--- src/sv/gas_pkg.sv ---
`timescale 1ns / 1ps

package gas_pkg;

  // Sizes of the grid, the node store and the open queue.
  localparam int MAX_DIM     = 64;
  localparam int MAX_CELLS   = 4096;
  localparam int QUEUE_DEPTH = 4096;

  // Field widths fixed by the interface.
  localparam int DIM_W   = 7;
  localparam int COORD_W = 6;
  localparam int CELL_W  = $clog2(MAX_CELLS);
  localparam int LEN_W   = CELL_W + 1;
  localparam int LIM_W   = 2 * DIM_W;
  localparam int COST_W  = 24;
  localparam int ROOT_W  = 16;
  localparam int QIDX_W  = $clog2(QUEUE_DEPTH);
  localparam int QCNT_W  = QIDX_W + 1;

  localparam logic [COST_W-1:0] COST_MAX      = '1;
  localparam logic [COST_W-1:0] STEP_STRAIGHT = 24'd256;
  localparam logic [COST_W-1:0] STEP_DIAG     = 24'd362;

  // Command codes.
  localparam logic [1:0] CMD_LOAD   = 2'd0;
  localparam logic [1:0] CMD_SEARCH = 2'd1;
  localparam logic [1:0] CMD_READ   = 2'd2;

  // Status codes.
  localparam logic [2:0] ST_OK       = 3'd0;
  localparam logic [2:0] ST_SAME     = 3'd1;
  localparam logic [2:0] ST_GRID     = 3'd2;
  localparam logic [2:0] ST_NO_PATH  = 3'd3;
  localparam logic [2:0] ST_OVERFLOW = 3'd4;
  localparam logic [2:0] ST_BAD_POS  = 3'd5;

  // Configuration register indexes.
  localparam logic REG_WIDTH  = 1'b0;
  localparam logic REG_HEIGHT = 1'b1;

  typedef struct packed {
    logic [1:0]         cmd;
    logic [COORD_W-1:0] cell_x;
    logic [COORD_W-1:0] cell_y;
    logic               blocked;
    logic [COORD_W-1:0] goal_x;
    logic [COORD_W-1:0] goal_y;
    logic [CELL_W-1:0]  path_pos;
  } gas_req_t;

  typedef struct packed {
    logic [2:0]         status;
    logic [LEN_W-1:0]   path_length;
    logic [COORD_W-1:0] path_x;
    logic [COORD_W-1:0] path_y;
  } gas_rsp_t;

  // Queue key: priority first, so a plain compare breaks ties on the index.
  typedef struct packed {
    logic [COST_W-1:0] prio;
    logic [CELL_W-1:0] idx;
  } gas_key_t;

  typedef struct packed {
    logic     push;
    logic     pop;
    logic     clear;
    gas_key_t key;
  } gas_heap_req_t;

  typedef struct packed {
    logic              busy;
    logic [QCNT_W-1:0] count;
    gas_key_t          top;
  } gas_heap_rsp_t;

  typedef struct packed {
    logic               valid;
    logic [COST_W-1:0]  cost;
    logic [CELL_W-1:0]  parent;
    logic [COORD_W-1:0] x;
    logic [COORD_W-1:0] y;
  } gas_node_t;

  typedef struct packed {
    logic [COORD_W-1:0] x;
    logic [COORD_W-1:0] y;
  } gas_point_t;

  typedef enum logic [3:0] {
    H_IDLE, H_UP_LOOP, H_UP_CMP, H_DN_TOP, H_DN_LAST,
    H_DN_LOOP, H_DN_CHILD, H_DN_SIB, H_DN_MOVE, H_DN_FIN
  } gas_heap_state_t;

  typedef enum logic [3:0] {
    S_CLR, S_IDLE, S_READ, S_NCLR, S_SEED, S_ROOT_WAIT, S_POP, S_POP_WAIT,
    S_UREAD, S_NB, S_NB_CHK, S_H_WAIT, S_PUSH_WAIT, S_PATH, S_PATH_RD, S_RESULT
  } gas_state_t;

endpackage

--- src/sv/gas_isqrt.sv ---
`timescale 1ns / 1ps

// Rounded square root of (dx*dx + dy*dy) * 65536, one result bit per cycle.
module gas_isqrt
  import gas_pkg::*;
(
  input  logic              clk,
  input  logic              rst,
  input  logic              start,
  input  logic [COORD_W-1:0] dx,
  input  logic [COORD_W-1:0] dy,
  output logic              done,
  output logic [ROOT_W-1:0] root
);

  localparam int RAD_W = 32;
  localparam int ITER  = RAD_W / 2;
  localparam int CNT_W = $clog2(ITER);

  logic [2*COORD_W-1:0] sqx, sqy;
  logic [2*COORD_W:0]   sumsq;
  logic [RAD_W-1:0]     rem, acc, bitv, trial;
  logic [CNT_W-1:0]     iter;
  logic                 run, fin;

  assign sqx   = dx * dx;
  assign sqy   = dy * dy;
  assign sumsq = {1'b0, sqx} + {1'b0, sqy};
  assign trial = acc + bitv;

  always_ff @(posedge clk) begin
    if (rst) begin
      run  <= 1'b0;
      fin  <= 1'b0;
      done <= 1'b0;
    end else begin
      // Done pulses in the cycle after the rounding step.
      done <= fin && !start && !run;
      if (start) begin
        rem  <= RAD_W'({sumsq, 16'd0});
        acc  <= '0;
        bitv <= RAD_W'(1) << (RAD_W - 2);
        iter <= '0;
        run  <= 1'b1;
      end else if (run) begin
        // One restoring digit step.
        if (rem >= trial) begin
          rem <= rem - trial;
          acc <= (acc >> 1) + bitv;
        end else begin
          acc <= acc >> 1;
        end
        bitv <= bitv >> 2;
        iter <= iter + 1'b1;
        if (iter == CNT_W'(ITER - 1)) begin
          run <= 1'b0;
          fin <= 1'b1;
        end
      end else if (fin) begin
        // Round to nearest from the remainder.
        root <= (rem > acc) ? ROOT_W'(acc + 1'b1) : acc[ROOT_W-1:0];
        fin  <= 1'b0;
      end
    end
  end

endmodule

--- config.mk ---
export PLATFORM = sky130hd
export DESIGN_NAME = gas_isqrt
export DESIGN_NICKNAME = d
export VERILOG_FILES = /design/src/sv/gas_pkg.sv /design/src/sv/gas_isqrt.sv
export SDC_FILE = /design/constraint.sdc
export NUM_CORES = 1
export LEC_CHECK = 0
export BUFFER_PORTS_ARGS = -buffer_cell sky130_fd_sc_hd__buf_2
export CAP_MARGIN = 10
export CORE_ASPECT_RATIO = 1.4
export CORE_UTILIZATION = 30
export CTS_CLUSTER_DIAMETER = 120
export DETAILED_ROUTE_END_ITERATION = 6
export SLEW_MARGIN = 40
export SYNTH_ARGS = -nofsm -noshare
export SYNTH_HDL_FRONTEND = slang
export SYNTH_SLANG_ARGS = --single-unit
--- constraint.sdc ---
create_clock -name clk -period 6.1 [get_ports clk]
set_clock_uncertainty 0.2 [all_clocks]
set_input_delay 0.305 -clock clk [delete_from_list [all_inputs] [get_ports clk]]
set_output_delay 0.305 -clock clk [all_outputs]
set_load 0.02 [all_outputs]
==> results.md <==
• result of the run: complete, no violations
• Leakage: 4.76 nW
• final core occ: 0.333
• total gr overflow: 0
• number of CTS-inserted buffers: 9
• Via Count: 8232
• syn nets: 1317
• post-synthesis cell count: 1142
• highest-count cells in the layout ignoring fill and taps: sky130_fd_sc_hd__ha_1, sky130_fd_sc_hd__inv_1, sky130_fd_sc_hd__nor2_1, sky130_fd_sc_hd__edfxtp_1, sky130_fd_sc_hd__nand2_1
• source of the critical timing path: acc[6]
• setup repair after global routing missed its margin: no
• initial antenna violation count: 0
• routability congestion estimate from global placement: 0.869
• layout cell share with drive strength beyond 1: 0.0796
• number of DRC violations after detailed routing: 0
• Place WS: 0.530 ns
• worst vdd ir: 0.000159 V
• Yosys warnings: 0
• signed area change from the synthesized netlist to the final layout: 8.83%
• count of flip-flops with a built-in enable after synthesis: 100
• Synth Flop Type: sky130_fd_sc_hd__edfxtp_1
• clock-pin slew reported for the worst setup and hold paths after clock tree synthesis: 0.09 ns
• Core Area: 34200 µm²
• CTS tree: yes
• Power per Cell Area: 347 nW/µm²
• CTS H-tree depth: 3
• Nets: 1326
• maximum clock path buffer count: 2
• remaining antenna violation count after routing: 0
• Syn Std Cell Area: 10500 µm²
• fraction of the cycle the final worst path needs: 0.917
• largest driver fanout on the critical path: 32
• maximum number of pins on one net before global-route repair: 66
• post-detail-place hpwl: 20200 µm
• final critical-path setup slack: 0.505 ns
• total track usage: 0.147
• critical register-to-register path startpoint: acc[6]
• y dimension of the die: 223 µm
• worst skew pair latency: 0.37 ns
• transition time at the pin with the least slew margin: 0.829 ns
• worst setup path end: rem[19]
• Arr. time, crit path: 5.46 ns
• ys async rst share: 0
• critical path type: flop to flop
• post-detailed-routing wire length: 25300 µm
• Die Span X: 160 µm
• Yosys cell types: 69
• shortest clock period the worst path allows after layout: 5.60 ns
• setup violators final: 0
• CP Capture Type: flop
• Slew Limit Headroom: 0.447
• total inserted antenna cells: 0
• DR WL/cell: 15.7 µm
• most common library cell in the layout ignoring fill and taps: sky130_fd_sc_hd__ha_1
• worst endpoint required time: 5.96 ns
• I/O pins: 32
• Avg Cell Area, Syn: 9.18 µm²
• Initial Util: 0.306
• highest clock rate: 179 MHz
• worst reg2reg path depth: 17
• Fill cells: 3582
• count of max-cap constraint violations: 0
• share of synthesized area occupied by flip-flops and latches: 0.292
• Reg2Reg Setup Slack: 0.50 ns
• classification of the worst-slack hold path: input pin to flop
• Std-Cell Rows: 80
• count of clock tree sinks: 103
• hold violation count in the final report: 0
• detailed-route vias per instance: 5.12
• number of global-route vias before repair: 8400
• quantity of gates resized following cts: 0
• r2r endpoint: rem[19]
• global-route wire length before repair: 41700 µm
• Detailed Routing Iterations Pass 1: 4
• final-report max-slew violation count: 0
• total negative setup slack: 0 ns
• count of routing violations after the opening detailed-route iteration: 365
• synthesized flop and latch total: 103
• die area: 35700 µm²
• Buffers on Ports: 31
• clock root buffer: sky130_fd_sc_hd__clkbuf_16
• crit start category: flop
[metal layers]
metal,share of wire,up-vias,GRT usage
met1,0.38,3970,0.152
li1,-,4064,-
met4,0.043,0,0.0731
met2,0.55,138,0.286
met5,0,-,0
met3,0.021,60,0.0164
[how the worst min path moves through the flow]
stage | from | endpoint | slack [ns] | cells past startpoint
3_5_place_dp | run | done | 0.27 | 1
6_report | start | acc[19] | 0.26 | 2
5_1_grt | start | acc[3] | 0.28 | 2
3_3_place_gp | run | done | 0.26 | 1
2_1_floorplan | rst | done | 0.18 | 1
4_1_cts | start | acc[19] | 0.26 | 2
[Yosys cell counts, types with 3 or more instances]
| cell type | n | share of area |
|---|---|---|
| sky130_fd_sc_hd__o21a_1 | 12 | 0.0086 |
| sky130_fd_sc_hd__clkbuf_1 | 24 | 0.0086 |
| sky130_fd_sc_hd__and3_1 | 11 | 0.0066 |
| sky130_fd_sc_hd__nor4_1 | 3 | 0.0018 |
| sky130_fd_sc_hd__edfxtp_1 | 100 | 0.29 |
| sky130_fd_sc_hd__nor4b_1 | 3 | 0.0025 |
| sky130_fd_sc_hd__a31o_2 | 7 | 0.0058 |
| sky130_fd_sc_hd__o211ai_1 | 3 | 0.0021 |
| sky130_fd_sc_hd__dfxtp_1 | 3 | 0.0057 |
| sky130_fd_sc_hd__nor2b_1 | 30 | 0.018 |
| sky130_fd_sc_hd__xor2_1 | 36 | 0.030 |
| sky130_fd_sc_hd__a21oi_1 | 57 | 0.027 |
| sky130_fd_sc_hd__and4_1 | 4 | 0.0033 |
| sky130_fd_sc_hd__o21bai_1 | 9 | 0.0064 |
| sky130_fd_sc_hd__and2_1 | 21 | 0.013 |
| sky130_fd_sc_hd__a31oi_1 | 26 | 0.016 |
| sky130_fd_sc_hd__buf_2 | 9 | 0.0043 |
| sky130_fd_sc_hd__a21o_1 | 34 | 0.024 |
| sky130_fd_sc_hd__nor3_1 | 21 | 0.010 |
| sky130_fd_sc_hd__nand4_1 | 32 | 0.019 |
| sky130_fd_sc_hd__a211oi_1 | 22 | 0.016 |
| sky130_fd_sc_hd__nand2b_1 | 3 | 0.0018 |
| sky130_fd_sc_hd__nor2_1 | 108 | 0.039 |
| sky130_fd_sc_hd__mux2_2 | 7 | 0.0075 |
| sky130_fd_sc_hd__nand3_1 | 11 | 0.0052 |
| sky130_fd_sc_hd__inv_1 | 112 | 0.040 |
| sky130_fd_sc_hd__fa_1 | 36 | 0.069 |
| sky130_fd_sc_hd__o31ai_1 | 5 | 0.0036 |
| sky130_fd_sc_hd__o21ai_0 | 55 | 0.026 |
| sky130_fd_sc_hd__buf_4 | 4 | 0.0029 |
| sky130_fd_sc_hd__xnor2_1 | 69 | 0.058 |
| sky130_fd_sc_hd__ha_1 | 124 | 0.15 |
| sky130_fd_sc_hd__nand2_1 | 88 | 0.031 |
| sky130_fd_sc_hd__a21oi_2 | 3 | 0.0025 |
[stage by stage]
stage | hold WS, ns | power, mW | area, µm² | instances
5_1_grt | 0.285 | 4.33 | 11400 | 1607
4_1_cts | 0.262 | 4.00 | 11400 | 1607
6_report | 0.258 | 3.97 | 11400 | 1607
2_1_floorplan | 0.182 | 2.88 | 10500 | 1142
3_5_place_dp | 0.273 | 3.35 | 11100 | 1590
3_3_place_gp | 0.261 | 3.30 | 11100 | 1590
[cells by family (layout without fill, tap and decap cells)]
family,after synthesis,in the layout,share of synthesized area
and+or+nand+nor,344,344,0.158
DFF,103,103,0.292
muxes,10,10,0.0109
xor gates and xnor gates,105,105,0.0877
buffers and inverters,155,169,0.0606
AOI/OAI and AO/OA,265,265,0.174
adders and majority gates,160,160,0.217
[worst max-delay path, cell delays in order, from the launching register on]
cell and delay, ns:
sky130_fd_sc_hd__edfxtp_1 0.52, sky130_fd_sc_hd__ha_1 0.40, sky130_fd_sc_hd__a21oi_1 0.08, sky130_fd_sc_hd__a211oi_1 0.37, sky130_fd_sc_hd__a31oi_1 0.21, sky130_fd_sc_hd__o21ai_1 0.42, sky130_fd_sc_hd__a31oi_1 0.19, sky130_fd_sc_hd__o21bai_1 0.24
sky130_fd_sc_hd__a31oi_1 0.14, sky130_fd_sc_hd__xnor2_1 0.16, sky130_fd_sc_hd__ha_1 0.40, sky130_fd_sc_hd__nand4_1 0.13, sky130_fd_sc_hd__or4_1 0.56, sky130_fd_sc_hd__and2_1 0.20, sky130_fd_sc_hd__a22o_4 0.29, sky130_fd_sc_hd__nor2_8 0.33
sky130_fd_sc_hd__o21a_1 0.21, sky130_fd_sc_hd__buf_12 0.23
[final cells by class]
cell class,instances,area [µm²],area share
multi-input cells,884,6800,0.596
inverters,112,420,0.0368
flip-flops and latches,103,3060,0.268
clock buffers,9,225,0.0197
clock inverters,7,90.1,0.00789
repair buffers,41,248,0.0217
well taps,451,564,0.0494
[registers in the layout, indices dropped and copies added, names as in the netlist]
signal	cells
acc	32
bitv	16
done	1
fin	1
iter	4
rem	32
root	16
run	1
[report_power, final]
group          switching, mW  internal (mW)  leakage, nW  total, mW
Combinational           1.33          0.945         3.62       2.27
Sequential             0.107          0.941        0.981       1.05
Clock                  0.312          0.333        0.157      0.645
Total                   1.75           2.22         4.76       3.97
[timing repair]
action                                 in CTS  in global routing
hold buffers                                1                  0
endpoints found under the hold margin       2                  0
setup buffers                               0                  0
No activity file was read; power rests on OpenSTA's default activity.
